==> src/hdl/whcp_pkg.sv <==
// Shared types and constants for the WAV header parser.
// No dependencies; imported by every module of the block.
package whcp_pkg;

  localparam logic [31:0] ID_RIFF         = 32'h5249_4646;
  localparam logic [31:0] ID_FMT          = 32'h666D_7420;
  localparam logic [31:0] ID_DATA         = 32'h6461_7461;
  localparam logic [4:0]  RIFF_SKIP_BYTES = 5'd8;
  localparam logic [31:0] FMT_FIELD_BYTES = 32'd16;

  typedef enum logic [1:0] {
    ST_OK        = 2'd0,
    ST_NOT_WAVE  = 2'd1,
    ST_NO_DATA   = 2'd2,
    ST_FMT_SHORT = 2'd3
  } status_e;

  typedef enum logic [3:0] {
    PH_FIRST_ID   = 4'd0,
    PH_RIFF_SKIP  = 4'd1,
    PH_FMT_ID     = 4'd2,
    PH_FMT_SIZE   = 4'd3,
    PH_FMT_FIELDS = 4'd4,
    PH_SKIP       = 4'd5,
    PH_CHUNK_ID   = 4'd6,
    PH_CHUNK_SIZE = 4'd7,
    PH_DATA_SIZE  = 4'd8,
    PH_DONE       = 4'd9
  } phase_e;

  typedef struct packed {
    logic [7:0] data_byte;
    logic       file_start;
    logic       file_last;
  } in_t;

  typedef struct packed {
    status_e            status;
    logic signed [15:0] format_type;
    logic signed [15:0] channel_count;
    logic signed [31:0] sample_rate;
    logic signed [31:0] byte_rate;
    logic [15:0]        block_align;
    logic [15:0]        sample_bits;
    logic [31:0]        data_size;
  } out_t;

  // Head of the byte queue as seen by the parser.
  typedef struct packed {
    logic valid;
    in_t  item;
  } queue_head_t;

endpackage

==> src/hdl/whcp_queue.sv <==
// Two-entry byte queue between the input port and the parser.
// Depends on whcp_pkg.
module whcp_queue import whcp_pkg::*; (
  input  logic        clk_i,
  input  logic        rst_ni,
  input  logic        in_valid_i,
  output logic        in_stall_o,
  input  in_t         in_data_i,
  output queue_head_t head_o,
  input  logic        pop_i
);

  in_t        ent_q [2];
  logic       wr_ptr_q, rd_ptr_q;
  logic [1:0] count_q;
  logic       push;

  assign in_stall_o = (count_q == 2'd2);
  assign push       = in_valid_i && !in_stall_o;

  assign head_o.valid = (count_q != 2'd0);
  assign head_o.item  = ent_q[rd_ptr_q];

  always_ff @(posedge clk_i) begin
    if (push) begin
      ent_q[wr_ptr_q] <= in_data_i;
    end
  end

  always_ff @(posedge clk_i or negedge rst_ni) begin
    if (!rst_ni) begin
      wr_ptr_q <= 1'b0;
      rd_ptr_q <= 1'b0;
      count_q  <= 2'd0;
    end else begin
      if (push) begin
        wr_ptr_q <= !wr_ptr_q;
      end
      if (pop_i) begin
        rd_ptr_q <= !rd_ptr_q;
      end
      case ({push, pop_i})
        2'b10:   count_q <= count_q + 2'd1;
        2'b01:   count_q <= count_q - 2'd1;
        default: count_q <= count_q;
      endcase
    end
  end

endmodule

==> src/hdl/whcp_parser.sv <==
// Chunk parser: walks the RIFF/WAVE structure one byte per cycle unless a held
// result stalls it; keeps the result in an output register. Depends on whcp_pkg.
module whcp_parser import whcp_pkg::*; (
  input  logic        clk_i,
  input  logic        rst_ni,
  input  queue_head_t head_i,
  output logic        pop_o,
  output logic        out_valid_o,
  input  logic        out_stall_i,
  output out_t        out_data_o
);

  phase_e      phase_q, ph, step_phase;
  logic [4:0]  cnt_q, cnt, cnt_inc, cnt_d;
  logic [31:0] id_q, id_next, id_d;
  logic [31:0] len_q, len_next, len_d;
  logic [31:0] skip_q, skip_d;
  logic [7:0]  fmt_q [16];
  logic        fmt_we;
  logic        four;
  logic        live;
  logic        early_emit;
  status_e     early_status;
  logic        emit;
  status_e     status;
  logic        before_fmt;
  logic        out_valid_q;
  out_t        out_q, res;
  logic [7:0]  b;

  assign b = head_i.item.data_byte;

  // Pop whenever the queue head is valid and the result register is free or being emptied this cycle.
  assign pop_o = head_i.valid && (!out_valid_q || !out_stall_i);

  // A start mark restarts parsing on this very byte.
  assign ph  = head_i.item.file_start ? PH_FIRST_ID : phase_q;
  assign cnt = head_i.item.file_start ? 5'd0 : cnt_q;

  assign cnt_inc  = cnt + 5'd1;
  assign four     = (cnt == 5'd3);
  assign id_next  = {id_q[23:0], b};
  assign len_next = {b, len_q[31:8]};

  // Next state and datapath.
  always_comb begin
    step_phase   = ph;
    cnt_d        = cnt;
    id_d         = id_q;
    len_d        = len_q;
    skip_d       = skip_q;
    fmt_we       = 1'b0;
    live         = 1'b1;
    early_emit   = 1'b0;
    early_status = ST_OK;
    unique case (ph)
      PH_FIRST_ID, PH_FMT_ID: begin
        id_d  = id_next;
        cnt_d = four ? 5'd0 : cnt_inc;
        if (four) begin
          if (ph == PH_FIRST_ID && id_next == ID_RIFF) begin
            step_phase = PH_RIFF_SKIP;
          end else if (id_next == ID_FMT) begin
            step_phase = PH_FMT_SIZE;
          end else begin
            early_emit   = 1'b1;
            early_status = ST_NOT_WAVE;
          end
        end
      end
      PH_RIFF_SKIP: begin
        cnt_d = cnt_inc;
        if (cnt_inc >= RIFF_SKIP_BYTES) begin
          cnt_d      = 5'd0;
          step_phase = PH_FMT_ID;
        end
      end
      PH_FMT_SIZE: begin
        len_d = len_next;
        cnt_d = four ? 5'd0 : cnt_inc;
        if (four) begin
          if (len_next < FMT_FIELD_BYTES) begin
            early_emit   = 1'b1;
            early_status = ST_FMT_SHORT;
          end else begin
            step_phase = PH_FMT_FIELDS;
          end
        end
      end
      PH_FMT_FIELDS: begin
        fmt_we = 1'b1;
        cnt_d  = cnt_inc;
        if (cnt == 5'd15) begin
          cnt_d      = 5'd0;
          skip_d     = len_q - FMT_FIELD_BYTES;
          step_phase = (len_q != FMT_FIELD_BYTES) ? PH_SKIP : PH_CHUNK_ID;
        end
      end
      PH_SKIP: begin
        skip_d = skip_q - 32'd1;
        if (skip_q == 32'd1) begin
          step_phase = PH_CHUNK_ID;
        end
      end
      PH_CHUNK_ID: begin
        id_d  = id_next;
        cnt_d = four ? 5'd0 : cnt_inc;
        if (four) begin
          step_phase = (id_next == ID_DATA) ? PH_DATA_SIZE : PH_CHUNK_SIZE;
        end
      end
      PH_CHUNK_SIZE: begin
        len_d = len_next;
        cnt_d = four ? 5'd0 : cnt_inc;
        if (four) begin
          skip_d     = len_next;
          step_phase = (len_next != 32'd0) ? PH_SKIP : PH_CHUNK_ID;
        end
      end
      PH_DATA_SIZE: begin
        len_d = len_next;
        cnt_d = four ? 5'd0 : cnt_inc;
        if (four) begin
          early_emit   = 1'b1;
          early_status = ST_OK;
        end
      end
      PH_DONE: begin
        live = 1'b0;
      end
      default: begin
        step_phase = PH_DONE;
        live       = 1'b0;
      end
    endcase
  end

  // Result forming: early exits win, otherwise an end mark closes the file.
  always_comb begin
    before_fmt = (step_phase == PH_FIRST_ID) || (step_phase == PH_RIFF_SKIP) ||
                 (step_phase == PH_FMT_ID);
    emit   = early_emit || (live && head_i.item.file_last);
    status = early_emit ? early_status : (before_fmt ? ST_NOT_WAVE : ST_NO_DATA);
    res    = '0;
    res.status = status;
    if (status == ST_OK) begin
      res.format_type   = {fmt_q[1], fmt_q[0]};
      res.channel_count = {fmt_q[3], fmt_q[2]};
      res.sample_rate   = {fmt_q[7], fmt_q[6], fmt_q[5], fmt_q[4]};
      res.byte_rate     = {fmt_q[11], fmt_q[10], fmt_q[9], fmt_q[8]};
      res.block_align   = {fmt_q[13], fmt_q[12]};
      res.sample_bits   = {fmt_q[15], fmt_q[14]};
      res.data_size     = len_next;
    end
  end

  always_ff @(posedge clk_i) begin
    if (pop_o) begin
      id_q   <= id_d;
      len_q  <= len_d;
      skip_q <= skip_d;
      if (fmt_we) begin
        fmt_q[cnt[3:0]] <= b;
      end
    end
    if (pop_o && emit) begin
      out_q <= res;
    end
  end

  always_ff @(posedge clk_i or negedge rst_ni) begin
    if (!rst_ni) begin
      phase_q     <= PH_FIRST_ID;
      cnt_q       <= 5'd0;
      out_valid_q <= 1'b0;
    end else begin
      if (pop_o) begin
        phase_q <= emit ? PH_DONE : step_phase;
        cnt_q   <= cnt_d;
      end
      if (pop_o && emit) begin
        out_valid_q <= 1'b1;
      end else if (!out_stall_i) begin
        out_valid_q <= 1'b0;
      end
    end
  end

  assign out_valid_o = out_valid_q;
  assign out_data_o  = out_q;

endmodule

==> src/hdl/wav_header_chunk_parser.sv <==
// WAV header parser. Takes one file byte per cycle unless in_stall_o is
// high and gives at most one result per file: the 16 fmt bytes and the data
// chunk size, or an error status. Throughput is one byte per cycle while the
// result side does not stall; an accepted byte is stored in the two-entry
// input queue, and the result register loads on the edge that pops it.
// in_stall_o rises only after the result side has held a result under
// stall, once the queue has filled.
// Depends on whcp_pkg, whcp_queue and whcp_parser.
module wav_header_chunk_parser import whcp_pkg::*; (
  input  logic clk_i,
  input  logic rst_ni,
  input  logic in_valid_i,
  output logic in_stall_o,
  input  in_t  in_data_i,
  output logic out_valid_o,
  input  logic out_stall_i,
  output out_t out_data_o
);

  queue_head_t head;
  logic        pop;

  whcp_queue u_queue (
    .clk_i      (clk_i),
    .rst_ni     (rst_ni),
    .in_valid_i (in_valid_i),
    .in_stall_o (in_stall_o),
    .in_data_i  (in_data_i),
    .head_o     (head),
    .pop_i      (pop)
  );

  whcp_parser u_parser (
    .clk_i       (clk_i),
    .rst_ni      (rst_ni),
    .head_i      (head),
    .pop_o       (pop),
    .out_valid_o (out_valid_o),
    .out_stall_i (out_stall_i),
    .out_data_o  (out_data_o)
  );

endmodule

==> config.mk <==
export PLATFORM = sky130hd
export DESIGN_NAME = wav_header_chunk_parser
export DESIGN_NICKNAME = d
export VERILOG_FILES = /design/src/hdl/whcp_pkg.sv /design/src/hdl/whcp_queue.sv /design/src/hdl/whcp_parser.sv /design/src/hdl/wav_header_chunk_parser.sv
export SDC_FILE = /design/constraint.sdc
export NUM_CORES = 1
export LEC_CHECK = 0
export BUFFER_PORTS_ARGS = -buffer_cell sky130_fd_sc_hd__buf_2
export CORE_MARGIN = 3
export CORE_UTILIZATION = 38
export CTS_CLUSTER_DIAMETER = 150
export DETAILED_ROUTE_END_ITERATION = 12
export GPL_ROUTABILITY_DRIVEN = 0
export MAX_ROUTING_LAYER = met4
export SLEW_MARGIN = 20
export SYNTH_ARGS = -nofsm -noshare
export SYNTH_HDL_FRONTEND = slang
export SYNTH_SLANG_ARGS = --single-unit
==> constraint.sdc <==
create_clock -name clk_i -period 12.8 [get_ports clk_i]
set_clock_uncertainty 0.2 [all_clocks]
set_input_delay 1.92 -clock clk_i [delete_from_list [all_inputs] [get_ports clk_i]]
set_output_delay 1.92 -clock clk_i [all_outputs]
set_load 0.005 [all_outputs]
; ---- After elaboration in Yosys (flattened, before gate mapping)
; Memory sizes are Yosys's and may differ from the RTL's. A register that Yosys moved wholly into a read port is not among the register bits.
; Index checks and enable logic that the tools add are counted.
[totals]
register_bits = 136
n_memories = 2
ram_bits = 148
word_cells = 139
[op_classes]
n_reduce_logical = 46
magnitude_cmp = 2
muxes = 49
add_sub_neg = 5
n_eq_ne = 24
[memory_table]
columns = name, depth, width, read_ports, rd_ports_with_merged_regs, wr, line_no
row1 = u_parser.fmt_q, 16, 8, 16, 16, 1, whcp_parser.sv:18  ; logic [7:0] fmt_q [16];
row2 = u_queue.ent_q, 2, 10, 1, 0, 1, whcp_queue.sv:13  ; in_t ent_q [2];
[ops]
columns = cell, count
row1 = 32-bit by 31-bit equality test with 1-bit output (second input constant), 3
row2 = 32-bit one-hot mux with 3 select lines, 1
row3 = 32-bit 2-to-1 mux, 2
row4 = 4-bit 2-to-1 mux, 13
row5 = 32-bit by 1-bit equality test with 1-bit output (second input constant), 1
row6 = 32-bit by 5-bit less-than comparator with 1-bit output (second input constant), 1
row7 = 32-bit by 5-bit != test with 1-bit output (second input constant), 1
row8 = 4-bit one-hot mux with 8 select lines, 1
row9 = 32-bit nonzero test, 1
row10 = 32-bit by 1-bit subtractor with 32-bit output (second input constant), 1
row11 = 32-bit by 5-bit subtractor with 32-bit output (second input constant), 1
row12 = 1-bit logical NOT, 21
row13 = 5-bit 2-to-1 mux, 4
row14 = 4-bit by 3-bit equality test with 1-bit output (second input constant), 4
row15 = 1-bit 2-to-1 mux, 16
row16 = 2-bit 2-to-1 mux, 8
row17 = 5-bit one-hot mux with 3 select lines, 1
row18 = 4-bit by 2-bit equality test with 1-bit output (second input constant), 3
row19 = 9-bit OR reduction, 1
row20 = 4-bit by 1-bit equality test with 1-bit output (second input constant), 2
row21 = 4-bit equality test (second input constant), 2
row22 = 4-bit logical NOT, 2
row23 = 2-bit one-hot mux with 2 select lines, 2
row24 = 2-bit by 1-bit != test with 1-bit output (second input constant), 3
row25 = other kinds (19), 31

; ---- Depth between registers and ports, before layout
; An unclocked memory read counts as a cell.
[logic_depth]
ltp_word = 14
depth_mapped = 17
mapped_depth_nobuf = 15

; ---- Hierarchy
; A second synthesis with hierarchy kept.
[unflattened]
cells_unflattened = 1113
hier_area_um2 = 16638.5
[by_module_without_submodules]
columns = module, area_each_um2, n_inst, cells_each, seq_area_each_um2
row1 = whcp_parser, 15727.6, 1, 1065, 11601.1
row2 = whcp_queue, 910.9, 1, 48, 700.7

; ---- Worst setup path before layout
; Ideal clock, no wire load.
[synth_timing]
path_kind = register to register
start = register u_queue.rd_ptr_q
end = register u_parser.out_q (netlist bit u_parser.out_data_o[0]) (enable)
setup_slack_ns = 2.741
arrival_time_ns = 9.173
n_path_buf = 3
setup_ns = 0.686
t_required_ns = 11.914
period_less_slack_ns = 10.059
path_stages_with_launch = 12
cell_sequence = dfrtp_1 -> buf_2 -> mux2i_1 -> clkbuf_1 -> nand2_1 -> inv_1 -> ha_1 -> o21ai_1 -> clkbuf_1 -> a31oi_2 -> nor2_1 -> nor2_1
[synth_between]
elab_chain_cells = 9
elab_cells_between_ends = 30
classes_between = 1 x order compare / 11 x eq/ne / 10 x mux / 7 x reduce/logical / 1 x memory
[synth_lines]
columns = element, line_no
row1 = "start, declared", whcp_queue.sv:14  ; logic wr_ptr_q, rd_ptr_q;
row2 = "start signal, assigned", whcp_queue.sv:40  ; rd_ptr_q <= !rd_ptr_q;
row3 = memory read 2 x 10 bit *, n/a
row4 = "parallel branches: the longest is 6 deep, another holds 32-bit by 5-bit less-than comparator with 1-bit output", n/a
row5 = 1-bit logical OR *, whcp_parser.sv:142  ; emit = early_emit || (live && head_i.item.file_last);
row6 = 1-bit logical AND *, whcp_parser.sv:166  ; if (pop_o && emit) begin
row7 = "end signal, assigned", whcp_parser.sv:167  ; out_q <= res;
row8 = "end, declared", whcp_parser.sv:28  ; out_t out_q, res;
; Mark *: on every way between the ends.
; A chain may end at the register's enable or synchronous reset.

==> run_results.csv <==
group,metric,value,unit
cells_and_area,fin_area,19290,µm²
worst_setup_path,r2r_slack,7480,ps
route,vias,9432,
sta,relSlewSlack,27.50,%
route,avgRoutedWirePerCell,19.37,µm
worst_setup_path,path_max_fanout,68,
sta,setup_tns,0,ps
global_route,grt_pass1_wl,55890,µm
cells_and_area,instances_no_fill,1901,
worst_setup_path,cp_slowest_stage_delay,830,ps
global_route,track_usage,16.10,%
outcome,outcome,"finished, final reports clean",
clock_network,cts_tree,"done",
logic_synthesis,synth_warnings,0,
sta,final_max_slew_viol_count,0,
logic_synthesis,synth_nets,1130,
global_route,grt_max_degree,94,
cells_and_area,drive_gt1_share,19.71,%
route,drc,0,
sta,rsz0062_at_grt,"no",
clock_network,ctsHoldBuffers,0,
worst_setup_path,rr_worst_depth,12,
route,viasPerCell,4.962,
sta,period_needed,5322,ps
min_path,hp-class,"register to register",
cells_and_area,final_nets,1320,
route,drt.antenna.violating_nets,0,
clock_network,cts_buffer_depth,3,
logic_synthesis,synth.distinct_cells,56,
global_route,grt_pass1_vias,9147,
global_route,gr-total-overflow,0,
logic_synthesis,synth_seq_area_share,74.87,%
route,drt_pass1_iterations,5,
cells_and_area,register_area,12300,µm²
route,dr.first_iter.drc_count,731,
floorplan,dieHeight,213.9,µm
route,drt_wl_total,36830,µm
worst_setup_path,startpoint,"u_queue.rd_ptr_q",
worst_setup_path,required,12770,ps
logic_synthesis,avgSynthCellArea,14.87,µm²
worst_setup_path,start_kind,"register",
placement,place_inst,1827,
cells_and_area,multi_input_area,3914,µm²
floorplan,start_util,38.82,%
cells_and_area,n_antenna_cell,0,
placement,io_buffers,177,
clock_network,clock-sinks,412,
floorplan,core,42320,µm²
power,p_total,3.940,mW
worst_setup_path,crit_type,"register to register",
cells_and_area,fillers,3757,
floorplan,placementRows,75,
sta,finalHoldViolCount,0,
clock_network,cts_setup_buffers,0,
sta,finalSetupViolCount,0,
logic_synthesis,syn-instance-count,1105,
worst_setup_path,cpMaxStageDelayCell,"dfrtp_1",
sta,fin_crit_sh,41.58,%
clock_network,clock_latency,540,ps
power,total_leakage_power,6.833,nW
clock_network,path_clk_slew,60,ps
clock_network,post_cts_resized,0,
power,ir_drop,0.1055,mV
run,cap_viol_max_count,0,
floorplan,die_w,213.9,µm
worst_setup_path,crit_end,"u_parser.out_data_o[48]",
power,power_density,204.3,nW/µm²
clock_network,root_buffer,"clkbuf_16",
logic_synthesis,syn-cell-area,16430,µm²
worst_setup_path,endpoint_kind,"register",
worst_setup_path,reg2reg_to,"u_parser.out_data_o[48]",
logic_synthesis,synth-edff-count,398,
floorplan,die-area,45770,µm²
clock_network,h-tree-depth,2,
sta,timing.fmax,187.9,MHz
worst_setup_path,reg2reg_from,"u_queue.rd_ptr_q",
worst_setup_path,path_cells,"mux2i_1 -> inv_1 -> nand3_1 -> nor4_1 -> nor2_1 -> nand2_1 -> a31oi_2 -> nor2_1 -> nor2_4 -> buf_12 -> buf_4 -> buf_4",
placement,place_hpwl,24000,µm
logic_synthesis,async_reset_ff_share,3.398,%
clock_network,cts_buffers,41,
floorplan,pin_count,178,
logic_synthesis,synthFlopType,"edfxtp_1",
global_route,antenna_found_initial,0,
placement,dpl-instance-area,17990,µm²
sta,worst_pin_slew,1084,ps
worst_setup_path,crit_arrival,5290,ps
logic_synthesis,ys_ff_latch,412,
cells_and_area,area_delta_synth_final,17.39,%
registers in the layout, indices dropped and copies added, names as in the netlist:
signal and flops:
u_parser.cnt_q 5, u_parser.fmt_q 128, u_parser.id_q 24, u_parser.len_q 32, u_parser.out_data_o 162, u_parser.out_valid_o 1
u_parser.phase_q 4, u_parser.skip_q 32, u_queue.count_q 2, u_queue.ent_q 20, u_queue.rd_ptr_q 1, u_queue.wr_ptr_q 1
kinds of logic after synthesis:
group / share of synthesized area [%]
buffers and inverters: 1.523
AO/OA/AOI/OAI: 4.006
XOR/XNOR: 2.985
flip-flops: 74.87
multiplexers: 1.295
AND/OR/NAND/NOR: 14.48
adder cells (fa/ha/maj): 0.8376
report_power, final:
group	internal, mW	total (mW)	leakage, nW	switching [mW]
Sequential	1.93	2.09	3.90	0.163
Combinational	0.231	0.713	2.33	0.482
Clock	0.645	1.14	0.609	0.490
cells in the mapped netlist (all sizes together) (11+ instances only):
cell type  number  share of area (%)
inv            19               0.43
nor3           29               0.88
clkbuf         39               0.89
nand3          11               0.34
o21ai          26               0.79
nand2          59                1.3
a21oi          33                1.0
nor2           94                2.1
xnor2          24                1.3
or3            11               0.42
and2          157                6.0
dfrtp          14                2.1
edfxtp        398                 73
nor4           21               0.89
xor2           32                1.7
ha             11               0.84
mux2i          19                1.2
a211oi         11               0.50
layer usage:
metal  share of wire (%)  vias to the layer above  global-route usage (%)
li1                    -                     4433                       -
met1                  48                     4637                   23.44
met2                  44                      314                   23.46
met3                 6.6                       48                   3.177
met4                 1.7                        0                   3.795
met5                   0                        -                       -
through the flow:
stage          worst slack, ps  hold WS, ps  utilization, %
2_1_floorplan             2741        217.6               -
3_3_place_gp              7244        225.9           42.50
3_5_place_dp              7134        227.9           42.52
4_1_cts                   7088        240.3           45.48
5_1_grt                   7093        256.0           45.58
6_report                  7478        239.5           45.58
worst min path at each step:
stage,start,endpoint,slack [ps],depth (start not counted)
after floorplan,u_parser.id_q[14],u_parser.id_q[22],220,0
after global placement,u_parser.id_q[8],u_parser.id_q[16],230,0
after detailed placement,u_parser.id_q[8],u_parser.id_q[16],230,0
after CTS,u_parser.id_q[8],u_parser.id_q[16],240,0
after global routing,u_parser.id_q[8],u_parser.id_q[16],260,0
final,u_parser.id_q[8],u_parser.id_q[16],240,0
cell usage in the layout (no fill, tap or decap), types with 6 or more instances in the layout:
cell type | netlist | layout
nand4_1 | 9 | 9
a211oi_1 | 11 | 11
or3_1 | 11 | 11
nand2b_1 | 6 | 6
clkinv_1 | 0 | 9
clkbuf_1 | 39 | 11
edfxtp_1 | 398 | 398
xnor2_1 | 24 | 24
nor2_1 | 94 | 92
a21oi_1 | 33 | 32
buf_2 | 2 | 177
inv_1 | 19 | 19
nor3b_1 | 7 | 7
ha_1 | 11 | 11
nand2_1 | 59 | 59
o21ai_0 | 23 | 23
dfrtp_1 | 14 | 13
mux2i_1 | 19 | 19
nor3_1 | 29 | 27
nor2b_1 | 6 | 6
xor2_1 | 32 | 32
nor4_1 | 20 | 20
clkbuf_16 | 0 | 42
nand3_1 | 11 | 11
and2_1 | 157 | 157
o31ai_1 | 6 | 6
buf_4 | 0 | 13
worst max-delay path: cells and delay by family, from the launching register on:
kind,cells,cell delay [ps]
AO/OA/AOI/OAI,1,290
buffers and inverters,4,2110
flip-flops,1,830
multiplexers,1,360
AND/OR/NAND/NOR,6,1100
layout make-up:
class	count	share of cell area, %
flip-flops and latches	412	63.78
repair buffers	192	5.306
inverters	19	0.3697
well taps	577	3.743
clock buffers	53	5.663
multi-input cells	629	20.29
clock inverters	19	0.8433
(Power assumes the default switching activity.)
